--- config.mk ---
export PLATFORM = sky130hd
export DESIGN_NAME = pwr_ctrl
export DESIGN_NICKNAME = d
export VERILOG_FILES = /design/src/rtl/core/pwr_pkg.sv /design/src/rtl/core/pwr_ctrl.sv
export SDC_FILE = /design/constraint.sdc
export NUM_CORES = 1
export LEC_CHECK = 0
export ABC_CLOCK_PERIOD_IN_PS = 2400
export BUFFER_PORTS_ARGS = -buffer_cell sky130_fd_sc_hd__buf_2
export CAP_MARGIN = 20
export CORE_MARGIN = 2
export CORE_UTILIZATION = 55
export DETAILED_ROUTE_END_ITERATION = 16
export PLACE_DENSITY = 0.85
export RECOVER_POWER = 100
export SLEW_MARGIN = 0
export SYNTH_ARGS = -nofsm -noshare
export SYNTH_HDL_FRONTEND = slang
export SYNTH_SLANG_ARGS = --single-unit
--- constraint.sdc ---
create_clock -name clk -period 2.4 [get_ports clk]
set_clock_uncertainty 0.2 [all_clocks]
set_input_delay 0.36 -clock clk [delete_from_list [all_inputs] [get_ports clk]]
set_output_delay 0.36 -clock clk [all_outputs]
set_load 0.05 [all_outputs]
--- src/rtl/core/pwr_pkg.sv ---
// Shared types, constants and exp tables of the particle weight resampler.
package pwr_pkg;

  // Fixed field widths
  localparam int COUNT_W = 7;
  localparam int CFG_W   = 64;
  localparam int ACT_W   = 3;
  localparam int SLOT_W  = 6;
  localparam int LW_W    = 24;
  localparam int WT_W    = 16;
  localparam int FRAC_W  = 16;
  localparam int EXP_W   = 17;
  localparam int PROD_W  = 2 * EXP_W;
  localparam int SLOT_NUM = 64;

  // Exp argument at which the result is zero (13.0 in Q16.8)
  localparam int EXP_ZERO_X = 13 * 256;

  // Action codes
  localparam logic [ACT_W-1:0] ACT_INIT = 3'd0;
  localparam logic [ACT_W-1:0] ACT_LOAD = 3'd1;
  localparam logic [ACT_W-1:0] ACT_NORM = 3'd2;
  localparam logic [ACT_W-1:0] ACT_DRAW = 3'd3;
  localparam logic [ACT_W-1:0] ACT_READ = 3'd4;
  localparam logic [ACT_W-1:0] ACT_BEST = 3'd5;

  // Configuration register indexes
  localparam logic CFG_PARTICLE_COUNT = 1'b0;
  localparam logic CFG_START_POSE     = 1'b1;

  typedef enum logic [4:0] {
    S_IDLE, S_DISPATCH, S_INIT_DIV, S_INIT_WAIT, S_INIT_WR, S_LOAD, S_FAIL,
    S_MAX_RD, S_MAX_USE, S_SUM_RD, S_SUM_M1, S_SUM_M2, S_SUM_ACC, S_SUM_CHK,
    S_DIV_RD, S_DIV_M1, S_DIV_M2, S_DIV_START, S_DIV_WAIT, S_DIV_WR,
    S_DRAW_RD, S_DRAW_USE, S_BEST_RD, S_BEST_USE, S_FETCH, S_RES_OUT,
    S_DRAW_OUT, S_DONE
  } state_t;

  typedef enum logic [4:0] {
    OP_NONE, OP_CAPTURE, OP_INIT_DIV, OP_INIT_WR, OP_LOAD, OP_FAIL,
    OP_WRD, OP_MAX_USE, OP_M1, OP_M2, OP_SUM_ACC, OP_SUM_CHK,
    OP_DIV_START, OP_DIV_WR, OP_SRD, OP_DRAW_USE, OP_BEST_USE,
    OP_FETCH, OP_RES_OUT, OP_DRAW_OUT
  } dp_op_t;

  typedef struct packed {
    logic [ACT_W-1:0] act;
    logic             last;
    logic             init_last;
    logic             hit;
    logic             count_zero;
    logic             sum_zero;
    logic             div_done;
  } dp_status_t;

  // exp(-n) in Q1.16
  function automatic logic [EXP_W-1:0] exp_int_f(input logic [3:0] n);
    logic [EXP_W-1:0] v;
    case (n)
      4'd0:  v = 17'd65536;
      4'd1:  v = 17'd24110;
      4'd2:  v = 17'd8869;
      4'd3:  v = 17'd3263;
      4'd4:  v = 17'd1200;
      4'd5:  v = 17'd442;
      4'd6:  v = 17'd162;
      4'd7:  v = 17'd60;
      4'd8:  v = 17'd22;
      4'd9:  v = 17'd8;
      4'd10: v = 17'd3;
      4'd11: v = 17'd1;
      default: v = 17'd0;
    endcase
    return v;
  endfunction

  // exp(-h/16) in Q1.16
  function automatic logic [EXP_W-1:0] exp_hi_f(input logic [3:0] h);
    logic [EXP_W-1:0] v;
    case (h)
      4'd0:  v = 17'd65536;
      4'd1:  v = 17'd61565;
      4'd2:  v = 17'd57835;
      4'd3:  v = 17'd54331;
      4'd4:  v = 17'd51039;
      4'd5:  v = 17'd47947;
      4'd6:  v = 17'd45042;
      4'd7:  v = 17'd42313;
      4'd8:  v = 17'd39750;
      4'd9:  v = 17'd37341;
      4'd10: v = 17'd35079;
      4'd11: v = 17'd32954;
      4'd12: v = 17'd30957;
      4'd13: v = 17'd29081;
      4'd14: v = 17'd27319;
      default: v = 17'd25664;
    endcase
    return v;
  endfunction

  // exp(-l/256) in Q1.16
  function automatic logic [EXP_W-1:0] exp_lo_f(input logic [3:0] l);
    logic [EXP_W-1:0] v;
    case (l)
      4'd0:  v = 17'd65536;
      4'd1:  v = 17'd65280;
      4'd2:  v = 17'd65026;
      4'd3:  v = 17'd64772;
      4'd4:  v = 17'd64520;
      4'd5:  v = 17'd64268;
      4'd6:  v = 17'd64018;
      4'd7:  v = 17'd63768;
      4'd8:  v = 17'd63520;
      4'd9:  v = 17'd63272;
      4'd10: v = 17'd63025;
      4'd11: v = 17'd62780;
      4'd12: v = 17'd62535;
      4'd13: v = 17'd62291;
      4'd14: v = 17'd62048;
      default: v = 17'd61806;
    endcase
    return v;
  endfunction

endpackage

--- src/rtl/core/pwr_ctrl.sv ---
// Controller: sequences each action over the datapath and runs the handshakes.
module pwr_ctrl import pwr_pkg::*; (
  input  logic       clk,
  input  logic       rst,
  input  logic       item_valid,
  output logic       item_ready,
  output logic       result_valid,
  input  logic       result_ready,
  input  dp_status_t status,
  output dp_op_t     op
);

  state_t state;
  state_t state_next;

  always_ff @(posedge clk) begin
    if (rst) state <= S_IDLE;
    else state <= state_next;
  end

  // Next state
  always_comb begin
    state_next = state;
    case (state)
      S_IDLE:      if (item_valid) state_next = S_DISPATCH;
      S_DISPATCH: begin
        case (status.act)
          ACT_INIT: state_next = S_INIT_DIV;
          ACT_LOAD: state_next = S_LOAD;
          ACT_NORM: state_next = status.count_zero ? S_FAIL : S_MAX_RD;
          ACT_DRAW: state_next = S_DRAW_RD;
          ACT_READ: state_next = S_FETCH;
          ACT_BEST: state_next = S_BEST_RD;
          default:  state_next = S_DONE;
        endcase
      end
      S_INIT_DIV:  state_next = S_INIT_WAIT;
      S_INIT_WAIT: if (status.div_done) state_next = S_INIT_WR;
      S_INIT_WR:   if (status.init_last) state_next = S_DONE;
      S_LOAD:      state_next = S_DONE;
      S_FAIL:      state_next = S_DONE;
      S_MAX_RD:    state_next = S_MAX_USE;
      S_MAX_USE:   state_next = status.last ? S_SUM_RD : S_MAX_RD;
      S_SUM_RD:    state_next = S_SUM_M1;
      S_SUM_M1:    state_next = S_SUM_M2;
      S_SUM_M2:    state_next = S_SUM_ACC;
      S_SUM_ACC:   state_next = status.last ? S_SUM_CHK : S_SUM_RD;
      S_SUM_CHK:   state_next = status.sum_zero ? S_DONE : S_DIV_RD;
      S_DIV_RD:    state_next = S_DIV_M1;
      S_DIV_M1:    state_next = S_DIV_M2;
      S_DIV_M2:    state_next = S_DIV_START;
      S_DIV_START: state_next = S_DIV_WAIT;
      S_DIV_WAIT:  if (status.div_done) state_next = S_DIV_WR;
      S_DIV_WR:    state_next = status.last ? S_DONE : S_DIV_RD;
      S_DRAW_RD:   state_next = S_DRAW_USE;
      S_DRAW_USE:  if (status.hit || status.last) state_next = S_FETCH;
                   else state_next = S_DRAW_RD;
      S_BEST_RD:   state_next = S_BEST_USE;
      S_BEST_USE:  state_next = status.last ? S_FETCH : S_BEST_RD;
      S_FETCH:     state_next = (status.act == ACT_DRAW) ? S_DRAW_OUT : S_RES_OUT;
      S_RES_OUT:   state_next = S_DONE;
      S_DRAW_OUT:  state_next = S_DONE;
      S_DONE:      if (result_ready) state_next = S_IDLE;
      default:     state_next = S_IDLE;
    endcase
  end

  // Datapath command and handshake outputs
  always_comb begin
    item_ready   = (state == S_IDLE);
    result_valid = (state == S_DONE);
    case (state)
      S_IDLE:      op = item_valid ? OP_CAPTURE : OP_NONE;
      S_INIT_DIV:  op = OP_INIT_DIV;
      S_INIT_WR:   op = OP_INIT_WR;
      S_LOAD:      op = OP_LOAD;
      S_FAIL:      op = OP_FAIL;
      S_MAX_RD:    op = OP_WRD;
      S_MAX_USE:   op = OP_MAX_USE;
      S_SUM_RD:    op = OP_WRD;
      S_SUM_M1:    op = OP_M1;
      S_SUM_M2:    op = OP_M2;
      S_SUM_ACC:   op = OP_SUM_ACC;
      S_SUM_CHK:   op = OP_SUM_CHK;
      S_DIV_RD:    op = OP_WRD;
      S_DIV_M1:    op = OP_M1;
      S_DIV_M2:    op = OP_M2;
      S_DIV_START: op = OP_DIV_START;
      S_DIV_WR:    op = OP_DIV_WR;
      S_DRAW_RD:   op = OP_SRD;
      S_DRAW_USE:  op = OP_DRAW_USE;
      S_BEST_RD:   op = OP_SRD;
      S_BEST_USE:  op = OP_BEST_USE;
      S_FETCH:     op = OP_FETCH;
      S_RES_OUT:   op = OP_RES_OUT;
      S_DRAW_OUT:  op = OP_DRAW_OUT;
      default:     op = OP_NONE;
    endcase
  end

endmodule

==> Flow_metrics.wiki <==
{| class="wikitable"
! Metric !! Value
|-
| Share of synthesized area occupied by flip-flops and latches || 9.38%
|-
| Worst path top cell family by delay || buffers and inverters
|-
| Global route overflow || 0
|-
| Nets@finish || 199
|-
| Residual antenna-violating net count after detailed routing || 0
|-
| Std-Cell Rows || 15
|-
| Required arrival time at the worst endpoint || 1.84 ns
|-
| Gate Count Post-Synth || roughly 170
|-
| Die Area || 2310 um^2
|-
| WS Path Type || register to output port
|-
| Register area || ~110 um^2
|-
| Relative slew slack || 60.7%
|-
| Number of flip-flops in the largest register || 5
|-
| Async set-reset flop share out of synthesis || 0%
|-
| Total Routed Length || 3220 um
|-
| Regs by FF count || state (5)
|-
| Run status || finished clean
|-
| CP peak stage delay || around 0.51 ns
|-
| Shortest clock period the worst path allows after layout || 2.31 ns
|-
| Cell with the biggest individual delay on the critical path || sky130_fd_sc_hd__dfxtp_2
|-
| Number of synthesized register bits || 5
|-
| Number of violations reported at the end of detailed-routing iteration 0 || 54
|-
| Buffer type at the clock tree root || sky130_fd_sc_hd__clkbuf_4
|-
| CTS clock-pin slew for the worst setup and hold paths || ~0.05 ns
|-
| Hold path cells || 2
|-
| Fmax || 433 MHz
|-
| Count of endpoints failing setup in the final report || 0
|-
| Post-route DRC || 0
|-
| Final antenna diode count || 0
|-
| Final Wtd Congestion || 0.963
|-
| HPWL after detailed placement || 2390 um
|-
| Post-cts hold buffer count || 0
|-
| Placed cells || roughly 210
|-
| Critical path data arrival time || around 1.8 ns
|-
| Count of flip-flops with a built-in enable after synthesis || 0
|-
| Max-slew violations || 0
|-
| Finished Layout Cells || 210
|-
| Nature of the critical path endpoint || output port
|-
| Count of maximum capacitance violations || 0
|-
| Unrepaired setup endpoints after global routing || no
|-
| Maximum VDD drop || 0.000650 V
|-
| Synth unique cells || 53
|-
| Reg2reg end || state[0]
|-
| Worst Tran Pin Value || 0.592 ns
|-
| Die boundary width || a little under 50 um
|-
| Number of search-and-repair iterations in the first detailed-routing pass || 4
|-
| Via count of the first global-routing pass || 1156
|-
| Post-synthesis instance area || about 1100 um^2
|-
| Class of the tightest hold or removal check || input port to register
|-
| Worst-path cell chain || clkbuf_4 > nand2_1 > nor2_1 > a211oi_1 > a21oi_2 > buf_2
|-
| GR Util All Layers || 31.3%
|-
| TNS Setup || 0 ns
|-
| Avg Synthesized Cell Area || approximately 6.4 um^2
|-
| Clock Sinks || 5
|-
| Most flop-heavy register || state
|-
| Synthesis-to-finish area growth || 15.4%
|-
| Vias per cell || 6.47
|-
| Starting utilization of the core area || 59.9%
|-
| H-tree lvl count || 1
|-
| Maximum clock path buffer count || 2
|-
| Total via count after detailed routing || 1358
|-
| Area of the placeable core || 1780 um^2
|-
| Multi-input logic area || 885 um^2
|-
| Post-route fraction of the period consumed by the critical path || 96.3%
|-
| Wire length of the first global-routing pass || 5150 um
|-
| R2R depth || 6
|-
| Clock latency reported for the late side of the worst-skew pair || roughly 0.25 ns
|-
| WL/cell || about 15 um
|-
| Worst setup slack for register-to-register paths || 0.32 ns
|-
| Worst Hold Endpoint || state[3]
|-
| TritonCTS buffer count || 3
|-
| Ports placed on the boundary || 20
|-
| Type of element launching the critical path || register
|-
| Count of yosys warnings during synthesis || 0
|-
| Clock tree from TritonCTS || done
|-
| Layout cells sized above 1 || a little under a quarter
|-
| Fillers || ~150
|-
| Number of buffers inserted by port buffering || 19
|-
| Final number of hold-violating endpoints || 0
|-
| Largest net degree at the start of global routing || 21
|-
| Height of the chip || roughly 48 um
|-
| Leakage power || 0.000477 uW
|-
| Hold Startpoint || rst
|-
| Initial antenna violation count || 0
|-
| PwrDens || 1340 nW/um^2
|-
| Primary flip-flop cell chosen by synthesis mapping || sky130_fd_sc_hd__dfxtp_1
|-
| Launch point of the worst reg-to-reg path || state[1]
|-
| Largest fanout of any net on the critical path || 17
|-
| Number of buffers and inverters on the critical path || 2
|-
| Synthesized Nets || 181
|}
==> layout by cell type, fill, tap and decap left out, types with 2 or more instances in the layout <==
master                      count
sky130_fd_sc_hd__a211oi_1       2
sky130_fd_sc_hd__a21boi_0       5
sky130_fd_sc_hd__a21o_1         4
sky130_fd_sc_hd__a21oi_1       16
sky130_fd_sc_hd__a21oi_2        2
sky130_fd_sc_hd__a22oi_1        2
sky130_fd_sc_hd__a2bb2oi_1      2
sky130_fd_sc_hd__a311oi_1       2
sky130_fd_sc_hd__a31oi_1        2
sky130_fd_sc_hd__and2_1         3
sky130_fd_sc_hd__buf_2         14
sky130_fd_sc_hd__buf_4          9
sky130_fd_sc_hd__clkbuf_1       2
sky130_fd_sc_hd__clkbuf_2       4
sky130_fd_sc_hd__clkbuf_4       4
sky130_fd_sc_hd__dfxtp_2        4
sky130_fd_sc_hd__inv_1          3
sky130_fd_sc_hd__nand2_1        9
sky130_fd_sc_hd__nand2b_1      10
sky130_fd_sc_hd__nand3_1        5
sky130_fd_sc_hd__nor2_1        16
sky130_fd_sc_hd__nor2b_1        7
sky130_fd_sc_hd__nor3_1         5
sky130_fd_sc_hd__o2111ai_1      2
sky130_fd_sc_hd__o21ai_0       13
sky130_fd_sc_hd__o21ai_1        3
sky130_fd_sc_hd__o221ai_1       2
sky130_fd_sc_hd__o22ai_1        2
sky130_fd_sc_hd__o31ai_1        2
sky130_fd_sc_hd__o32ai_1        2
sky130_fd_sc_hd__xnor2_1        2
sky130_fd_sc_hd__xor2_1         2
==> worst max-delay path by stage <==
| stage | from | endpoint | slack (ns) | cells after the start |
|---|---|---|---|---|
| floorplan | state[2] | op[1] | -0.02 | 6 |
| CTS | state[0] | op[2] | 0.06 | 6 |
| global placement | state[3] | state[3] | 0.31 | 6 |
| global route | state[4] | op[2] | 0.03 | 5 |
| finish | state[4] | op[2] | 0.09 | 6 |
| detailed placement | state[4] | op[1] | 0.25 | 6 |
==> cells by family after synthesis <==
kind of cell	Yosys count	share of synthesized area, %
AO/OA/AOI/OAI	70	42.7
XOR/XNOR	4	3.28
buffers and inverters	20	9.14
flip-flops	5	9.38
AND/OR/NAND/NOR	69	35.5
==> timing repair <==
action                                  4_1_cts  5_1_grt
endpoints found under the setup margin        1        4
setup buffers                                 0        0
gates resized for setup                       1        7
==> report_power, final <==
part           total (uW)  switching, uW  internal (uW)  leakage (uW)
Combinational        1340            855            489      0.000419
Clock                 104           41.2           63.3     0.0000150
Sequential            207           87.4            120     0.0000426
Total                1660            984            672      0.000477
==> worst register-to-register path: cells and delay by family (launching register included) <==
| family | cells | cell delay (ns) |
|---|---|---|
| AOI/OAI and AO/OA | 3 | 0.62 |
| buffers and inverters | 1 | 0.18 |
| DFF | 1 | 0.33 |
| and+or+nand+nor | 2 | 0.63 |
==> stage by stage <==
stage                     hold WS, ns  instance area, um^2  power (uW)  utilization, %  worst slack [ns]
after global routing            0.155                 1230        1780            69.1            0.0264
after detailed placement        0.412                 1190        1500            66.9             0.253
after floorplan                 0.229                 1070        1220               -           -0.0240
after global placement          0.400                 1190        1480            66.9             0.310
final                           0.142                 1230        1660            69.1            0.0898
after CTS                       0.153                 1220        1610            68.5            0.0629
==> synth_stat cells, drive strengths merged, types with 2 or more instances <==
cell type   n  area, um^2
a21oi      18        90.1
xor2        2        17.5
nor2       17        63.8
or3         2        17.5
nand2       9        33.8
xnor2       2        17.5
o31ai       2        15.0
o221ai      2        17.5
o2111ai     2        17.5
a211oi      2        15.0
nor3        5        25.0
a2bb2oi     2        17.5
inv         4        15.0
a311oi      2        17.5
o21ai      16        80.1
nand2b     10        62.6
and2        3        18.8
clkbuf      3        11.3
nand3       6        35.0
o32ai       2        17.5
or2         2        15.0
o22ai       2        12.5
nor2b       7        43.8
buf        13        71.3
a21o        4        30.0
a31oi       2        12.5
a22oi       2        15.0
dfxtp       5         100
a21boi      5        37.5
==> final cells by class <==
cell class,instances,share of cell area (%)
Tap cell,25,2.54
Clock buffer,4,2.13
Inverter,4,1.22
Sequential cell,5,8.54
Multi-Input combinational cell,143,71.8
Timing Repair Buffer,29,13.7
==> routing by layer <==
layer	track usage, %	vias to the layer above	wire length [um]
met5	0	-	0
met4	7.03	0	39
met3	5.28	6	226
met2	52.3	72	1620
met1	41.8	624	1340
li1	-	656	-
(Power assumes the default switching activity.)
